File: config.mk
export PLATFORM = sky130hd
export DESIGN_NAME = readout_position_tracker_flat
export DESIGN_NICKNAME = d
export VERILOG_FILES = /design/src/rpt_pkg.sv /design/src/rpt_channels.sv /design/src/readout_position_tracker.sv /design/src/flat_wrapper.sv
export SDC_FILE = /design/constraint.sdc
export NUM_CORES = 1
export LEC_CHECK = 0
export BUFFER_PORTS_ARGS = -buffer_cell sky130_fd_sc_hd__clkbuf_2
export CAP_MARGIN = 15
export CORE_ASPECT_RATIO = 0.8
export CORE_MARGIN = 2
export CORE_UTILIZATION = 35
export DETAILED_ROUTE_END_ITERATION = 7
export PLACE_DENSITY = 0.57
export SLEW_MARGIN = 20
export SYNTH_ARGS = -nofsm -noshare
export SYNTH_HDL_FRONTEND = slang
export SYNTH_SLANG_ARGS = --single-unit
export TNS_END_PERCENT = 20
File: constraint.sdc
create_clock -name clock -period 16.9 [get_ports clock]
set_input_delay 1.69 -clock clock [delete_from_list [all_inputs] [get_ports clock]]
set_output_delay 1.69 -clock clock [all_outputs]
set_load 0.01 [all_outputs]
File: src/rpt_pkg.sv
// ----------------------------------------------------------------------------
// rpt_pkg: shared definitions of the readout position tracker
// Field widths, reset values, register indexes, direction codes and the
// quadrature knob step decoder.
// ----------------------------------------------------------------------------
`default_nettype none

package rpt_pkg;

   // Default values of the top-level parameters.
   localparam int SLOT_COUNT_DEF   = 9;
   localparam int COUNTER_BITS_DEF = 4;

   // Field widths.
   localparam int POS_W    = 31;
   localparam int STEP_W   = 20;
   localparam int DIST_W   = 30;
   localparam int CONF_W   = 4;
   localparam int COUNT_W  = 4;
   localparam int PHASE_W  = 2;
   localparam int SLOT_W   = 4;
   localparam int DIR_W    = 2;
   localparam int MASK_W   = 10;
   localparam int SETTLE_W = 8;

   // Configuration bus.
   localparam int APB_AW = 4;
   localparam int APB_DW = 32;

   // Position limit and register reset values.
   localparam int POS_LIMIT     = 999999999;
   localparam int STEP_RESET    = 1;
   localparam int DIST_RESET    = 5000000;
   localparam int CONFIRM_RESET = 3;

   typedef enum logic [DIR_W-1:0] {
      DIR_MINUS   = 2'd0,
      DIR_PLUS    = 2'd1,
      DIR_UNKNOWN = 2'd2
   } dir_type;

   typedef enum logic [1:0] {
      REG_STEP_SIZE      = 2'd0,
      REG_ALARM_DISTANCE = 2'd1,
      REG_CONFIRM_TICKS  = 2'd2
   } reg_type;

   typedef enum logic [1:0] {
      KNOB_HOLD = 2'd0,
      KNOB_UP   = 2'd1,
      KNOB_DOWN = 2'd2
   } knob_type;

   // Decodes the older phase, the newer phase and the current phase into a
   // knob step. Only eight of the phase sequences move; all others hold.
   function automatic knob_type knob_decode(input logic [PHASE_W-1:0] older,
                                            input logic [PHASE_W-1:0] newer,
                                            input logic [PHASE_W-1:0] now);
      knob_type step;
      step = KNOB_HOLD;
      unique case ({older, newer, now})
         6'b111000, 6'b000111, 6'b010011, 6'b101100: step = KNOB_DOWN;
         6'b110100, 6'b001011, 6'b100011, 6'b011100: step = KNOB_UP;
         default: step = KNOB_HOLD;
      endcase
      return step;
   endfunction

endpackage

`default_nettype wire

File: src/rpt_channels.sv
// ----------------------------------------------------------------------------
// rpt_channels: word channels of the readout position tracker
// Valid/ready channels for the event words and the result words.
// ----------------------------------------------------------------------------
`default_nettype none

interface rpt_req_if;
   import rpt_pkg::*;

   logic                 valid;
   logic                 ready;
   logic                 command;
   logic [COUNT_W-1:0]   count_value;
   logic [PHASE_W-1:0]   knob_phase;
   logic                 button_pressed;

   modport source (output valid, command, count_value, knob_phase, button_pressed,
                   input ready);
   modport sink   (input valid, command, count_value, knob_phase, button_pressed,
                   output ready);
endinterface

interface rpt_rsp_if;
   import rpt_pkg::*;

   logic                      valid;
   logic                      ready;
   logic signed [POS_W-1:0]   position;
   logic [SLOT_W-1:0]         selected_slot;
   logic signed [POS_W-1:0]   shown_value;
   logic [DIR_W-1:0]          shown_direction;
   logic [MASK_W-1:0]         alarm_mask;
   logic                      buzzer_on;

   modport source (output valid, position, selected_slot, shown_value, shown_direction,
                   alarm_mask, buzzer_on, input ready);
   modport sink   (input valid, position, selected_slot, shown_value, shown_direction,
                   alarm_mask, buzzer_on, output ready);
endinterface

`default_nettype wire

File: src/readout_position_tracker.sv
// ----------------------------------------------------------------------------
// readout_position_tracker: position counter of a linear digital readout
// Tracks the live position from scale counter words, handles the slot knob
// and the store/zero button, and reports slot proximity alarms.
// ----------------------------------------------------------------------------
//
//   Port group   Direction  Handshake           Word
//   req_ch       in         valid/ready         command, count, knob, button
//   rsp_ch       out        valid/ready         position, slot, shown, alarms
//   APB (p*)     in/out     psel/penable/pready step size, alarm distance,
//                                               confirm ticks
//
// A moving count word passes the count, multiply, move, scan and done states;
// an unchanged count skips multiply and move, and a tick word passes the tick,
// scan and done states. The steps are set by the one shared adder: it runs a
// shift-add multiply, one bit a cycle, and then one alarm compare per stored
// slot. Reset is synchronous and active high and puts all but the working and
// result payload, including the slots, back to its initial value at once. The
// result sits in an output register, so a new word is taken while a stalled
// result waits; only a finished second result waits for the register to free.
//
`default_nettype none

module readout_position_tracker #(
   parameter int SLOT_COUNT   = rpt_pkg::SLOT_COUNT_DEF,
   parameter int COUNTER_BITS = rpt_pkg::COUNTER_BITS_DEF
) (
   input  logic                        clock,
   input  logic                        reset,
   rpt_req_if.sink                     req_ch,
   rpt_rsp_if.source                   rsp_ch,
   input  logic                        psel,
   input  logic                        penable,
   input  logic                        pwrite,
   input  logic [rpt_pkg::APB_AW-1:0]  paddr,
   input  logic [rpt_pkg::APB_DW-1:0]  pwdata,
   output logic [rpt_pkg::APB_DW-1:0]  prdata,
   output logic                        pready
);
   import rpt_pkg::*;

   localparam int SLOT_AW = (SLOT_COUNT > 1) ? $clog2(SLOT_COUNT) : 1;
   localparam int CB      = COUNTER_BITS;
   localparam int RD_W    = (CB > COUNT_W) ? CB : COUNT_W;
   localparam int PROD_W  = CB + STEP_W;
   localparam int ALU_W   = ((POS_W > PROD_W) ? POS_W : PROD_W) + 2;
   localparam int EXT_W   = ALU_W - POS_W;
   localparam int MCNT_W  = $clog2(CB);

   localparam logic [CB-1:0]           HALF      = {1'b1, {(CB-1){1'b0}}};
   localparam logic [MCNT_W-1:0]       MCNT_LAST = MCNT_W'(CB - 1);
   localparam logic [SLOT_AW-1:0]      SLOT_LAST = SLOT_AW'(SLOT_COUNT - 1);
   localparam logic [SLOT_W-1:0]       SLOT_MAX  = SLOT_W'(SLOT_COUNT);
   localparam logic signed [ALU_W-1:0] LIM_HI    = ALU_W'(POS_LIMIT);
   localparam logic signed [ALU_W-1:0] LIM_LO    = -LIM_HI;
   localparam logic [SETTLE_W-1:0]     SETTLE_MAX = '1;

   typedef enum logic [6:0] {
      ST_IDLE  = 7'b0000001,
      ST_COUNT = 7'b0000010,
      ST_MUL   = 7'b0000100,
      ST_MOVE  = 7'b0001000,
      ST_TICK  = 7'b0010000,
      ST_SCAN  = 7'b0100000,
      ST_DONE  = 7'b1000000
   } state_type;

   // Control and architectural state.
   state_type                state_ff, state_in;
   logic [STEP_W-1:0]        step_ff, step_in;
   logic [DIST_W-1:0]        dist_ff, dist_in;
   logic [CONF_W-1:0]        confirm_ff, confirm_in;
   logic signed [POS_W-1:0]  live_pos_ff, live_pos_in;
   dir_type                  live_dir_ff, live_dir_in;
   logic signed [POS_W-1:0]  slot_val_ff [SLOT_COUNT];
   logic signed [POS_W-1:0]  slot_val_in [SLOT_COUNT];
   dir_type                  slot_dir_ff [SLOT_COUNT];
   dir_type                  slot_dir_in [SLOT_COUNT];
   logic [CB-1:0]            last_count_ff, last_count_in;
   logic [SLOT_W-1:0]        chosen_ff, chosen_in;
   logic [PHASE_W-1:0]       hist0_ff, hist0_in;
   logic [PHASE_W-1:0]       hist1_ff, hist1_in;
   logic [SETTLE_W-1:0]      settle_ff, settle_in;
   logic                     fault_ff, fault_in;
   logic [MCNT_W-1:0]        mcnt_ff, mcnt_in;
   logic [SLOT_AW-1:0]       scan_ff, scan_in;
   logic                     rsp_valid_ff, rsp_valid_in;

   // Working and result payload.
   logic [COUNT_W-1:0]       count_word_ff, count_word_in;
   logic [PHASE_W-1:0]       phase_word_ff, phase_word_in;
   logic                     button_ff, button_in;
   logic [CB-1:0]            mult_ff, mult_in;
   dir_type                  move_dir_ff, move_dir_in;
   logic [PROD_W-1:0]        acc_ff, acc_in;
   logic [MASK_W-1:0]        mask_ff, mask_in;
   logic signed [POS_W-1:0]  shown_val_ff, shown_val_in;
   dir_type                  shown_dir_ff, shown_dir_in;
   logic signed [POS_W-1:0]  out_pos_ff, out_pos_in;
   logic [SLOT_W-1:0]        out_slot_ff, out_slot_in;
   logic signed [POS_W-1:0]  out_shown_ff, out_shown_in;
   logic [DIR_W-1:0]         out_dir_ff, out_dir_in;
   logic [MASK_W-1:0]        out_mask_ff, out_mask_in;

   // Shared adder.
   logic [ALU_W-1:0]         alu_a;
   logic [ALU_W-1:0]         alu_b;
   logic                     alu_sub;
   logic signed [ALU_W-1:0]  alu_sum;

   // Helpers.
   logic [RD_W-1:0]          rd_ext;
   logic [CB-1:0]            reading;
   logic [CB-1:0]            d_up;
   logic [CB-1:0]            d_dn;
   logic [CB-1:0]            diff;
   dir_type                  diff_dir;
   logic signed [POS_W-1:0]  slot_rd;
   dir_type                  slot_rd_dir;
   logic signed [ALU_W-1:0]  live_ext;
   logic signed [ALU_W-1:0]  slot_ext;
   logic signed [ALU_W-1:0]  dist_ext;
   logic                     gap_hit;
   logic [SLOT_W-1:0]        scan_slot;
   logic [SLOT_AW-1:0]       wr_idx;
   logic                     cfg_write;
   logic                     req_take;
   logic                     rsp_load;
   knob_type                 knob_step;

   assign pready    = 1'b1;
   assign cfg_write = psel && penable && pwrite;

   assign req_ch.ready = (state_ff == ST_IDLE);
   assign req_take     = req_ch.valid && (state_ff == ST_IDLE);
   assign rsp_load     = (state_ff == ST_DONE) && (!rsp_valid_ff || rsp_ch.ready);

   // Shortest wrapping distance between the new reading and the last one.
   // Going up reads as minus travel unless the wrap the other way is shorter.
   assign rd_ext  = RD_W'(count_word_ff);
   assign reading = rd_ext[CB-1:0];
   assign d_up    = reading - last_count_ff;
   assign d_dn    = last_count_ff - reading;

   always_comb begin
      if (reading > last_count_ff) begin
         if (d_up > HALF) begin
            diff     = d_dn;
            diff_dir = DIR_PLUS;
         end else begin
            diff     = d_up;
            diff_dir = DIR_MINUS;
         end
      end else begin
         if (d_dn > HALF) begin
            diff     = d_up;
            diff_dir = DIR_MINUS;
         end else begin
            diff     = d_dn;
            diff_dir = DIR_PLUS;
         end
      end
   end

   // Slot read for the alarm scan, and the gap taken in the direction that
   // the slot was approached from, so both cases compare 0 < gap < distance.
   assign slot_rd     = slot_val_ff[scan_ff];
   assign slot_rd_dir = slot_dir_ff[scan_ff];
   assign live_ext    = {{EXT_W{live_pos_ff[POS_W-1]}}, live_pos_ff};
   assign slot_ext    = {{EXT_W{slot_rd[POS_W-1]}}, slot_rd};
   assign dist_ext    = $signed(ALU_W'(dist_ff));
   assign scan_slot   = SLOT_W'(scan_ff) + SLOT_W'(1);
   assign wr_idx      = SLOT_AW'(chosen_ff - SLOT_W'(1));

   always_comb begin
      alu_a   = '0;
      alu_b   = '0;
      alu_sub = 1'b0;
      unique case (state_ff)
         ST_MUL: begin
            alu_a = ALU_W'({acc_ff, 1'b0});
            alu_b = mult_ff[CB-1] ? ALU_W'(step_ff) : '0;
         end
         ST_MOVE: begin
            alu_a   = live_ext;
            alu_b   = ALU_W'(acc_ff);
            alu_sub = (move_dir_ff == DIR_MINUS);
         end
         ST_SCAN: begin
            alu_sub = 1'b1;
            if (slot_rd_dir == DIR_MINUS) begin
               alu_a = live_ext;
               alu_b = slot_ext;
            end else begin
               alu_a = slot_ext;
               alu_b = live_ext;
            end
         end
         default: begin
            alu_a = '0;
         end
      endcase
   end

   assign alu_sum = $signed(alu_a + (alu_sub ? ~alu_b : alu_b) + ALU_W'(alu_sub));

   assign gap_hit = ((slot_rd_dir == DIR_MINUS) || (slot_rd_dir == DIR_PLUS))
                    && !alu_sum[ALU_W-1] && (alu_sum != '0) && (alu_sum < dist_ext);

   assign knob_step = knob_decode(hist1_ff, hist0_ff, phase_word_ff);

   // Next-state logic.
   always_comb begin
      state_in      = state_ff;
      step_in       = step_ff;
      dist_in       = dist_ff;
      confirm_in    = confirm_ff;
      live_pos_in   = live_pos_ff;
      live_dir_in   = live_dir_ff;
      slot_val_in   = slot_val_ff;
      slot_dir_in   = slot_dir_ff;
      last_count_in = last_count_ff;
      chosen_in     = chosen_ff;
      hist0_in      = hist0_ff;
      hist1_in      = hist1_ff;
      settle_in     = settle_ff;
      fault_in      = fault_ff;
      mcnt_in       = mcnt_ff;
      scan_in       = scan_ff;
      rsp_valid_in  = rsp_valid_ff;
      count_word_in = count_word_ff;
      phase_word_in = phase_word_ff;
      button_in     = button_ff;
      mult_in       = mult_ff;
      move_dir_in   = move_dir_ff;
      acc_in        = acc_ff;
      mask_in       = mask_ff;
      shown_val_in  = shown_val_ff;
      shown_dir_in  = shown_dir_ff;
      out_pos_in    = out_pos_ff;
      out_slot_in   = out_slot_ff;
      out_shown_in  = out_shown_ff;
      out_dir_in    = out_dir_ff;
      out_mask_in   = out_mask_ff;

      if (cfg_write) begin
         unique case (reg_type'(paddr[3:2]))
            REG_STEP_SIZE:      step_in    = pwdata[STEP_W-1:0];
            REG_ALARM_DISTANCE: dist_in    = pwdata[DIST_W-1:0];
            REG_CONFIRM_TICKS:  confirm_in = pwdata[CONF_W-1:0];
            default:            step_in    = step_ff;
         endcase
      end

      if (rsp_ch.ready) begin
         rsp_valid_in = 1'b0;
      end

      unique case (state_ff)
         ST_IDLE: begin
            if (req_take) begin
               count_word_in = req_ch.count_value;
               phase_word_in = req_ch.knob_phase;
               button_in     = req_ch.button_pressed;
               scan_in       = '0;
               mask_in       = '0;
               state_in      = req_ch.command ? ST_TICK : ST_COUNT;
            end
         end
         ST_COUNT: begin
            if (reading == last_count_ff) begin
               state_in = ST_SCAN;
            end else begin
               if (diff == HALF) begin
                  fault_in = 1'b1;
               end
               last_count_in = reading;
               live_dir_in   = diff_dir;
               move_dir_in   = diff_dir;
               mult_in       = diff;
               acc_in        = '0;
               mcnt_in       = '0;
               state_in      = ST_MUL;
            end
         end
         ST_MUL: begin
            // Shift-add multiply, most significant bit of the difference first.
            acc_in  = alu_sum[PROD_W-1:0];
            mult_in = {mult_ff[CB-2:0], 1'b0};
            mcnt_in = mcnt_ff + MCNT_W'(1);
            if (mcnt_ff == MCNT_LAST) begin
               state_in = ST_MOVE;
            end
         end
         ST_MOVE: begin
            if (alu_sum > LIM_HI) begin
               live_pos_in = LIM_HI[POS_W-1:0];
            end else if (alu_sum < LIM_LO) begin
               live_pos_in = LIM_LO[POS_W-1:0];
            end else begin
               live_pos_in = alu_sum[POS_W-1:0];
            end
            state_in = ST_SCAN;
         end
         ST_TICK: begin
            // The button acts on the slot chosen before this tick's knob step.
            if (button_ff) begin
               if (chosen_ff == '0) begin
                  live_pos_in = '0;
                  live_dir_in = DIR_UNKNOWN;
               end else begin
                  slot_val_in[wr_idx] = live_pos_ff;
                  slot_dir_in[wr_idx] = live_dir_ff;
               end
            end
            if ((phase_word_ff != hist0_ff) && (phase_word_ff != hist1_ff)) begin
               if (settle_ff != SETTLE_MAX) begin
                  settle_in = settle_ff + SETTLE_W'(1);
               end
            end else begin
               settle_in = '0;
            end
            if (settle_in > SETTLE_W'(confirm_ff)) begin
               case (knob_step)
                  KNOB_UP: begin
                     chosen_in = (chosen_ff >= SLOT_MAX) ? '0 : chosen_ff + SLOT_W'(1);
                  end
                  KNOB_DOWN: begin
                     chosen_in = (chosen_ff == '0) ? SLOT_MAX : chosen_ff - SLOT_W'(1);
                  end
                  default: begin
                     chosen_in = chosen_ff;
                  end
               endcase
               hist1_in = hist0_ff;
               hist0_in = phase_word_ff;
            end
            state_in = ST_SCAN;
         end
         ST_SCAN: begin
            for (int b = 1; b < MASK_W; b++) begin
               if (gap_hit && (scan_slot == SLOT_W'(b))) begin
                  mask_in[b] = 1'b1;
               end
            end
            if (scan_slot == chosen_ff) begin
               shown_val_in = slot_rd;
               shown_dir_in = slot_rd_dir;
            end
            scan_in = scan_ff + SLOT_AW'(1);
            if (scan_ff == SLOT_LAST) begin
               state_in = ST_DONE;
            end
         end
         ST_DONE: begin
            if (rsp_load) begin
               rsp_valid_in = 1'b1;
               out_pos_in   = live_pos_ff;
               out_slot_in  = chosen_ff;
               out_mask_in  = {mask_ff[MASK_W-1:1], fault_ff};
               if (chosen_ff == '0) begin
                  out_shown_in = live_pos_ff;
                  out_dir_in   = live_dir_ff;
               end else begin
                  out_shown_in = shown_val_ff;
                  out_dir_in   = shown_dir_ff;
               end
               state_in = ST_IDLE;
            end
         end
         default: begin
            state_in = ST_IDLE;
         end
      endcase
   end

   always_ff @(posedge clock) begin
      if (reset) begin
         state_ff      <= ST_IDLE;
         step_ff       <= STEP_W'(STEP_RESET);
         dist_ff       <= DIST_W'(DIST_RESET);
         confirm_ff    <= CONF_W'(CONFIRM_RESET);
         live_pos_ff   <= '0;
         live_dir_ff   <= DIR_UNKNOWN;
         for (int i = 0; i < SLOT_COUNT; i++) begin
            slot_val_ff[i] <= '0;
            slot_dir_ff[i] <= DIR_UNKNOWN;
         end
         last_count_ff <= '0;
         chosen_ff     <= '0;
         hist0_ff      <= '0;
         hist1_ff      <= '0;
         settle_ff     <= '0;
         fault_ff      <= 1'b0;
         mcnt_ff       <= '0;
         scan_ff       <= '0;
         rsp_valid_ff  <= 1'b0;
      end else begin
         state_ff      <= state_in;
         step_ff       <= step_in;
         dist_ff       <= dist_in;
         confirm_ff    <= confirm_in;
         live_pos_ff   <= live_pos_in;
         live_dir_ff   <= live_dir_in;
         slot_val_ff   <= slot_val_in;
         slot_dir_ff   <= slot_dir_in;
         last_count_ff <= last_count_in;
         chosen_ff     <= chosen_in;
         hist0_ff      <= hist0_in;
         hist1_ff      <= hist1_in;
         settle_ff     <= settle_in;
         fault_ff      <= fault_in;
         mcnt_ff       <= mcnt_in;
         scan_ff       <= scan_in;
         rsp_valid_ff  <= rsp_valid_in;
      end
   end

   always_ff @(posedge clock) begin
      count_word_ff <= count_word_in;
      phase_word_ff <= phase_word_in;
      button_ff     <= button_in;
      mult_ff       <= mult_in;
      move_dir_ff   <= move_dir_in;
      acc_ff        <= acc_in;
      mask_ff       <= mask_in;
      shown_val_ff  <= shown_val_in;
      shown_dir_ff  <= shown_dir_in;
      out_pos_ff    <= out_pos_in;
      out_slot_ff   <= out_slot_in;
      out_shown_ff  <= out_shown_in;
      out_dir_ff    <= out_dir_in;
      out_mask_ff   <= out_mask_in;
   end

   assign rsp_ch.valid           = rsp_valid_ff;
   assign rsp_ch.position        = out_pos_ff;
   assign rsp_ch.selected_slot   = out_slot_ff;
   assign rsp_ch.shown_value     = out_shown_ff;
   assign rsp_ch.shown_direction = out_dir_ff;
   assign rsp_ch.alarm_mask      = out_mask_ff;
   assign rsp_ch.buzzer_on       = |out_mask_ff;

   always_comb begin
      prdata = '0;
      unique case (reg_type'(paddr[3:2]))
         REG_STEP_SIZE:      prdata = APB_DW'(step_ff);
         REG_ALARM_DISTANCE: prdata = APB_DW'(dist_ff);
         REG_CONFIRM_TICKS:  prdata = APB_DW'(confirm_ff);
         default:            prdata = '0;
      endcase
   end

endmodule

`default_nettype wire
File: src/flat_wrapper.sv
// flat-port wrapper written by rule: the top's interface ports become plain ports
module readout_position_tracker_flat import rpt_pkg::*;
#(
   parameter int SLOT_COUNT   = rpt_pkg::SLOT_COUNT_DEF,
   parameter int COUNTER_BITS = rpt_pkg::COUNTER_BITS_DEF
)
  (clock, reset, psel, penable, pwrite, paddr, pwdata, prdata, pready, req_ch_valid, req_ch_command, req_ch_count_value, req_ch_knob_phase, req_ch_button_pressed, req_ch_ready, rsp_ch_valid, rsp_ch_position, rsp_ch_selected_slot, rsp_ch_shown_value, rsp_ch_shown_direction, rsp_ch_alarm_mask, rsp_ch_buzzer_on, rsp_ch_ready);
  rpt_req_if req_ch_i ();
  rpt_rsp_if rsp_ch_i ();
  input  logic clock;
  input  logic reset;
  input  logic psel;
  input  logic penable;
  input  logic pwrite;
  input  logic [rpt_pkg::APB_AW-1:0] paddr;
  input  logic [rpt_pkg::APB_DW-1:0] pwdata;
  output logic [rpt_pkg::APB_DW-1:0] prdata;
  output logic pready;
  input wire logic [$bits(req_ch_i.valid)-1:0] req_ch_valid;
  input wire logic [$bits(req_ch_i.command)-1:0] req_ch_command;
  input wire logic [$bits(req_ch_i.count_value)-1:0] req_ch_count_value;
  input wire logic [$bits(req_ch_i.knob_phase)-1:0] req_ch_knob_phase;
  input wire logic [$bits(req_ch_i.button_pressed)-1:0] req_ch_button_pressed;
  output wire logic [$bits(req_ch_i.ready)-1:0] req_ch_ready;
  output wire logic [$bits(rsp_ch_i.valid)-1:0] rsp_ch_valid;
  output wire logic [$bits(rsp_ch_i.position)-1:0] rsp_ch_position;
  output wire logic [$bits(rsp_ch_i.selected_slot)-1:0] rsp_ch_selected_slot;
  output wire logic [$bits(rsp_ch_i.shown_value)-1:0] rsp_ch_shown_value;
  output wire logic [$bits(rsp_ch_i.shown_direction)-1:0] rsp_ch_shown_direction;
  output wire logic [$bits(rsp_ch_i.alarm_mask)-1:0] rsp_ch_alarm_mask;
  output wire logic [$bits(rsp_ch_i.buzzer_on)-1:0] rsp_ch_buzzer_on;
  input wire logic [$bits(rsp_ch_i.ready)-1:0] rsp_ch_ready;
  assign req_ch_i.valid = req_ch_valid;
  assign req_ch_i.command = req_ch_command;
  assign req_ch_i.count_value = req_ch_count_value;
  assign req_ch_i.knob_phase = req_ch_knob_phase;
  assign req_ch_i.button_pressed = req_ch_button_pressed;
  assign req_ch_ready = req_ch_i.ready;
  assign rsp_ch_valid = rsp_ch_i.valid;
  assign rsp_ch_position = rsp_ch_i.position;
  assign rsp_ch_selected_slot = rsp_ch_i.selected_slot;
  assign rsp_ch_shown_value = rsp_ch_i.shown_value;
  assign rsp_ch_shown_direction = rsp_ch_i.shown_direction;
  assign rsp_ch_alarm_mask = rsp_ch_i.alarm_mask;
  assign rsp_ch_buzzer_on = rsp_ch_i.buzzer_on;
  assign rsp_ch_i.ready = rsp_ch_ready;
  readout_position_tracker #(.SLOT_COUNT(SLOT_COUNT), .COUNTER_BITS(COUNTER_BITS)) u_core (.clock(clock), .reset(reset), .req_ch(req_ch_i), .rsp_ch(rsp_ch_i), .psel(psel), .penable(penable), .pwrite(pwrite), .paddr(paddr), .pwdata(pwdata), .prdata(prdata), .pready(pready));
endmodule
Word level (Yosys, flattened, before mapping)
Cells that the tools add are included.
- register bits: 576
- input port bits: 51
- output and inout port bits: 114
- word-level logic and storage cells: 267
- add/subtract/negate cells: 9
- order comparisons: 11
- eq/ne operators: 53
- mux-type cells: 73
- bitwise gates (word level): 5
- reduce and logical (&&, ||, !) cells: 61
- operator list (operator ; number):
    bitwise mux 279 bit ; 1
    2-to-1 mux 31 bit ; 8
    case mux 33 bit (3 select lines) ; 2
    binary-select mux 31 bit (select 4 bit) ; 1
    demux 31 bit (select 4 bit) ; 1
    2-to-1 mux 33 bit ; 3
    case mux 30 bit (3 select lines) ; 1
    case mux 31 bit (2 select lines) ; 1
    case mux 24 bit (2 select lines) ; 1
    case mux 7 bit (6 select lines) ; 1
    AND reduction 3 bit ; 13
    adder 33 x 1 -> 33 bit ; 1
    adder 33 bit ; 1
    greater-than comparator 33 x 31 -> 1 bit (second input constant) ; 1
    < comparator 33 x 31 -> 1 bit ; 1
    < comparator 33 x 31 -> 1 bit (second input constant) ; 1
    NOT 33 bit ; 1
    nonzero test 33 bit ; 1
    inequality test 2 x 1 -> 1 bit (second input constant) ; 15
    2-to-1 mux 4 bit ; 7
    2-to-1 mux 7 bit ; 4
    == test 6 bit (second input constant) ; 4
    2-to-1 mux 24 bit ; 1
    2-to-1 mux 8 bit ; 3
    other kinds (57) ; 138

Longest topological paths before layout
- word-level depth: 18
- mapped depth: 32
- depth with buffers taken out: 29

Worst setup path before layout
Ideal clock, no wire load.
- path type: reg-to-reg
- from: register u_core.scan_ff[0]
- to: register u_core.mask_ff[4] (enable)
- library setup time: 0.292 ns
- arrival: 7.333 ns
- required time: 16.608 ns
- path slack: 9.275 ns
- stages on the path, launching flop included: 29
- path buffers: 4
- period minus slack after synthesis: 7.625 ns
- cell sequence: dfxtp_1 -> buf_6 -> buf_1 -> buf_1 -> mux4_2 -> mux2i_1 -> o21ai_0 -> mux2_2 -> a222oi_1 -> xor2_1 -> ha_1 -> clkbuf_1 -> a21o_1 -> a31oi_1 -> o21ai_0 -> a221o_1 -> nor3_2 -> and3_1 -> xnor2_1 -> ha_1 -> a21o_1 -> a211oi_1 -> o221a_2 -> a21oi_1 -> o31ai_1 -> a31oi_1 -> nand3b_1 -> nor4b_1 -> a21o_1
- elaborated cells between the ends (all ways): 29
- those cells by class: add/sub: 3; order compare: 1; eq/ne: 3; mux: 11; bitwise: 2; reduce/logical: 9
- RTL lines (item ; RTL line ; source):
    start: declaration ; readout_position_tracker.sv:86 ; logic [SLOT_AW-1:0] scan_ff, scan_in;
    start signal: assignment ; readout_position_tracker.sv:414 ; scan_ff <= scan_in;
    NOT 4 -> 5 bit (not written as such) (*) ; readout_position_tracker.sv:167 ; assign slot_rd = slot_val_ff[scan_ff];
    binary-select mux 31 bit (select 4 bit) (*) ; readout_position_tracker.sv:167 ;
    2-to-1 mux 31 bit (not written as such) (*) (2 in series) ; readout_position_tracker.sv:167 ;
    via u_core.slot_rd[4] ; readout_position_tracker.sv:118 ; logic signed [POS_W-1:0] slot_rd;
    2-to-1 mux 33 bit ; readout_position_tracker.sv:191 ; if (slot_rd_dir == DIR_MINUS) begin
    case mux 33 bit (3 select lines) ; readout_position_tracker.sv:179 ; unique case (state_ff)
    NOT 33 bit ; readout_position_tracker.sv:205 ; assign alu_sum = $signed(alu_a + (alu_sub ? ~alu_b : alu_b) + ALU_W'(alu_sub));
    2-to-1 mux 33 bit ; readout_position_tracker.sv:205 ;
    adder 33 bit (*) ; readout_position_tracker.sv:205 ;
    adder 33 x 1 -> 33 bit (*) ; readout_position_tracker.sv:205 ;
    via u_core.alu_sum[11] ; readout_position_tracker.sv:109 ; logic signed [ALU_W-1:0] alu_sum;
    parallel branches: the longest is 2 deep, another holds < comparator 33 x 31 -> 1 bit ; - ;
    logical AND 1 bit (*) ; readout_position_tracker.sv:208 ; && !alu_sum[ALU_W-1] && (alu_sum != '0) && (alu_sum < dist_ext);
    logical AND 1 bit (*) ; readout_position_tracker.sv:342 ; if (gap_hit && (scan_slot == SLOT_W'(b))) begin
    inequality test 2 x 1 -> 1 bit (no source line) (*) ; - ;
    AND reduction 3 bit (no source line) (*) ; - ;
    end signal: assignment ; readout_position_tracker.sv:426 ; mask_ff <= mask_in;
    end: declaration ; readout_position_tracker.sv:96 ; logic [MASK_W-1:0] mask_ff, mask_in;
Mark *: on every way through the listed nets, which the timed path passes. The select of a mux whose other input is x is not followed.
A chain may end at the register's enable or synchronous reset.

Final worst setup path
- from: register u_core.scan_ff[1]
- to: register u_core.mask_ff[4] (enable)
- elaborated cells between the ends (all ways): 29
- those cells by class: add/sub: 3; order compare: 1; eq/ne: 3; mux: 11; bitwise: 2; reduce/logical: 9
- RTL lines (item ; RTL line ; source):
    NOT 4 -> 5 bit (not written as such) (*) ; readout_position_tracker.sv:168 ; assign slot_rd_dir = slot_dir_ff[scan_ff];
    binary-select mux 2 bit (select 4 bit) (*) ; readout_position_tracker.sv:168 ;
    2-to-1 mux 2 bit (not written as such) (*) (2 in series) ; readout_position_tracker.sv:168 ;
    via u_core.slot_rd_dir[0] ; readout_position_tracker.sv:119 ; dir_type slot_rd_dir;
    zero test 2 bit (*) ; readout_position_tracker.sv:191 ;
    2-to-1 mux 33 bit ; readout_position_tracker.sv:191 ;
    case mux 33 bit (3 select lines) ; readout_position_tracker.sv:179 ;
    NOT 33 bit ; readout_position_tracker.sv:205 ;
    2-to-1 mux 33 bit ; readout_position_tracker.sv:205 ;
    adder 33 bit (*) ; readout_position_tracker.sv:205 ;
    adder 33 x 1 -> 33 bit (*) ; readout_position_tracker.sv:205 ;
    via u_core.alu_sum[15] ; readout_position_tracker.sv:109 ;
    parallel branches: the longest is 2 deep, another holds < comparator 33 x 31 -> 1 bit ; - ;
    logical AND 1 bit (*) ; readout_position_tracker.sv:208 ;
    logical AND 1 bit (*) ; readout_position_tracker.sv:342 ;
    inequality test 2 x 1 -> 1 bit (no source line) (*) ; - ;
    AND reduction 3 bit (no source line) (*) ; - ;
Marks and branches as above.

==> results.yml <==
global_route:
  antenna_found_initial: 5
  track_usage: 0.215
  grt_pass1_vias: 22300
  grt_max_degree: 210
  grt_overflow: 0
  grt_pass1_wl_microns: 141000
detailed_routing:
  postRouteAntennaNets: 0
  wl_microns: 94500
  drc: 3
  viasPerCell: 5.52
  drtPass1Iterations: 8
  wire_per_inst_microns: 21.4
  first_iter_violations: 2858
  vias: 24400
final_layout:
  antennaDiodeCount: 0
  multi_input_area_sq_um: 14600
  final_core_util: 0.398
  layout-drive-gt1-share: 0.150
  nets: 3413
  area_growth_pct: 13.0
  fillers: 8304
  register_area_sq_um: 13100
  layoutNonFillerInstCount: 4422
setup_path:
  cp_common_cell: "buf_4"
  cp.required_ps: 17260
  reg2reg_slack_ps: 6770
  crit_path_end_kind: "flip-flop"
  reg2reg_to: "u_core.mask_ff[4]"
  slowest_stage: "nor4b_1"
  setup.worst_path.start_class: "flip-flop"
  path_max_fanout: 50
  critPathKind: "reg2reg"
  critPathArrivalTime_ps: 10500
  r2r-start: "u_core.scan_ff[1]"
  rr_worst_depth: 30
  max_stage_delay_ps: 860
timing:
  finalHoldViolCount: 0
  fmax_mhz: 98.7
  fin_tns_setup_ps: 0
  slew_headroom: 0.201
  rsz0062_at_grt: "no"
  finalSetupViolCount: 0
  fin_ws_ps: 6770
  slew_viol_final: 0
  period_needed_ps: 10130
  worst-slew-pin-transition_ps: 1190
  finalClockSkew_ps: 33.0
  period_share: 0.600
placement:
  place_ws_ps: 7080
  place.gp.congestion: 0.942
  dp_cells: 4316
  port_buffers: 157
  hpwl_microns: 60300
clocking:
  clk_pin_slew_ps: 70
  postCtsSetupBuffers: 0
  cts.sinks: 575
  cts-resized-gates: 0
  clock_path_buffers: 3
  postCtsHoldBufs: 0
  worstSkewPairLatency_ps: 660
  cts_tree: "done"
  clock-root-buffer: "clkbuf_16"
  htree_levels: 2
  cts_buffers: 57
yosys:
  ys_ff_latch: 575
  synthArstFlopShare: 0
  yosysSeqAreaShare: 0.452
  synth_edf_count: 156
  synth_warnings: 0
  synth_ff_type: "dfxtp_1"
  syn-cell-area_sq_um: 28900
  syn_avg_cell_area_sq_um: 8.93
  ys_types: 105
  synth_cells: 3241
run_status:
  violations: "design-rule violations"
  status: "finished with violations"
power_and_ir_drop:
  powerDensity_nw_per_um2: 86.8
  p_leak_nw: 12.1
  report.power.total_mw: 2.84
  irDropWorstVdd_uv: 75.8
floorplan:
  coreArea_sq_um: 82100
  fp.dieW_microns: 325
  initial_core_util: 0.352
  rows: 94
  die_h_microns: 261
  io_pins: 165
  dieArea_sq_um: 85000
run:
  maxCapViolations: 0
hold_path:
  hp-class: "reg2reg"
  min-delay-start: "u_core.mask_ff[3]"
  hold_depth: 0
  hold_path_end: "u_core.rsp_ch.alarm_mask[3]"
==> report_power, final <==
group          internal [mW]  total [mW]  leakage, nW  switching [mW]
registers               1.42        1.42         4.78         0.00693
logic                 0.0268      0.0834         6.35          0.0566
clock network          0.748        1.33        0.955           0.582
total                   2.19        2.84         12.1           0.646
==> worst max-delay path, delay by kind of cell (launching register included) <==
family	cells	cell delay [ps]
buffers and inverters	4	1670
and+or+nand+nor	9	2720
AOI/OAI and AO/OA	12	3260
adders and majority gates	2	750
DFF	1	570
muxes	1	400
xor gates and xnor gates	2	400
==> how the worst max path moves through the flow <==
stage,start,endpoint,depth (start not counted)
after floorplan,u_core.scan_ff[0],u_core.mask_ff[4],28
after global placement,u_core.scan_ff[1],u_core.mask_ff[5],31
after detailed placement,u_core.scan_ff[1],u_core.mask_ff[4],30
after CTS,u_core.scan_ff[1],u_core.mask_ff[4],30
after global routing,u_core.scan_ff[1],u_core.mask_ff[6],30
final,u_core.scan_ff[1],u_core.mask_ff[4],30
==> sequential cells by signal, indices dropped and copies added, names as in the netlist, 7 cells and up <==
name                       flops
u_core.acc_ff                 24
u_core.dist_ff                30
u_core.live_pos_ff            31
u_core.mask_ff                 9
u_core.rsp_ch.alarm_mask      10
u_core.rsp_ch.position        31
u_core.rsp_ch.shown_value     31
u_core.settle_ff               8
u_core.shown_val_ff           31
u_core.slot_dir_ff            18
u_core.slot_val_ff           279
u_core.state_ff                7
u_core.step_ff                20
==> synthesized netlist by cell type (4+ instances only) <==
library cell | n | share of area
nor3b_1 | 4 | 0.0010
inv_1 | 90 | 0.012
mux4_2 | 62 | 0.048
o31ai_1 | 5 | 0.0013
o21ai_0 | 88 | 0.015
nor4_1 | 12 | 0.0026
a2111oi_0 | 6 | 0.0018
a21oi_1 | 416 | 0.072
and4_1 | 5 | 0.0015
and3_1 | 17 | 0.0037
and2_1 | 40 | 0.0086
or3_1 | 13 | 0.0028
a22o_1 | 7 | 0.0021
dfxtp_1 | 419 | 0.29
o21a_1 | 14 | 0.0036
o21bai_1 | 8 | 0.0021
xnor2_1 | 25 | 0.0076
buf_1 | 15 | 0.0019
mux2_2 | 62 | 0.024
a31oi_1 | 17 | 0.0037
mux2i_1 | 71 | 0.025
nand2_1 | 822 | 0.11
buf_2 | 5 | 0.00086
nor2_1 | 133 | 0.017
o21ai_1 | 4 | 0.00069
inv_2 | 4 | 0.00052
ha_1 | 86 | 0.037
a221o_1 | 24 | 0.0083
nor3_1 | 42 | 0.0073
nand4_1 | 16 | 0.0035
a211o_1 | 15 | 0.0045
or4_1 | 4 | 0.0010
a211oi_1 | 7 | 0.0018
edfxtp_1 | 156 | 0.16
nand3_1 | 35 | 0.0061
nand3b_1 | 16 | 0.0042
o211ai_1 | 7 | 0.0018
a21o_1 | 35 | 0.0091
a222oi_1 | 43 | 0.015
nand2b_1 | 13 | 0.0028
nor2b_1 | 16 | 0.0035
xor2_1 | 42 | 0.013
clkbuf_1 | 222 | 0.029
==> cell type report <==
cell class              count  share of cell area
repair buffers            220              0.0403
clock inverters            24             0.00819
inverters                  98              0.0113
well taps                1104              0.0423
multi-input cells        2321               0.447
flip-flops and latches    575               0.400
clock buffers              80              0.0506
==> stage by stage <==
stage | cell area (sq um) | hold slack [ps]
2_1_floorplan | 28900 | 400
3_3_place_gp | 30700 | 433
3_5_place_dp | 30700 | 410
4_1_cts | 32600 | 440
5_1_grt | 32700 | 455
6_report | 32700 | 442
==> routing by layer <==
layer	vias to the layer above	wire length (microns)	global-route usage
met5	-	25	0
met4	4	2450	0.0626
met3	141	9150	0.0482
met2	1038	38300	0.305
met1	11800	44600	0.323
li1	11500	-	-
==> kinds of logic (layout without fill, tap and decap cells) <==
| logic type | after synthesis | in the layout | share of synthesized area |
|---|---|---|---|
| other cells | 2 | 3 | 0.000260 |
| buf+inv | 346 | 422 | 0.0463 |
| compound gates | 751 | 751 | 0.163 |
| fa+ha+maj | 89 | 89 | 0.0393 |
| flops | 575 | 575 | 0.452 |
| simple gates | 1214 | 1214 | 0.181 |
| xor+xnor | 68 | 68 | 0.0208 |
| mux | 196 | 196 | 0.0979 |
==> placed cells by master (no fill, tap or decap), types with 14 or more instances in the layout <==
cell type / instances
buf_4: 59
nor3_1: 38
xnor2_1: 25
a21oi_1: 416
mux2_2: 62
a221o_1: 24
nand3b_1: 16
inv_1: 90
nor2b_1: 15
xor2_1: 42
nand4_1: 16
a21o_1: 35
o21a_1: 14
mux4_2: 62
a211o_1: 15
and3_1: 17
nand2_1: 822
mux2i_1: 71
ha_1: 86
nor2_1: 128
edfxtp_1: 156
a222oi_1: 43
dfxtp_1: 417
nand3_1: 35
and2_1: 40
clkbuf_2: 158
o21ai_0: 87
a31oi_1: 17
clkbuf_16: 59
Note: power is estimated with default switching activity, not from simulation.
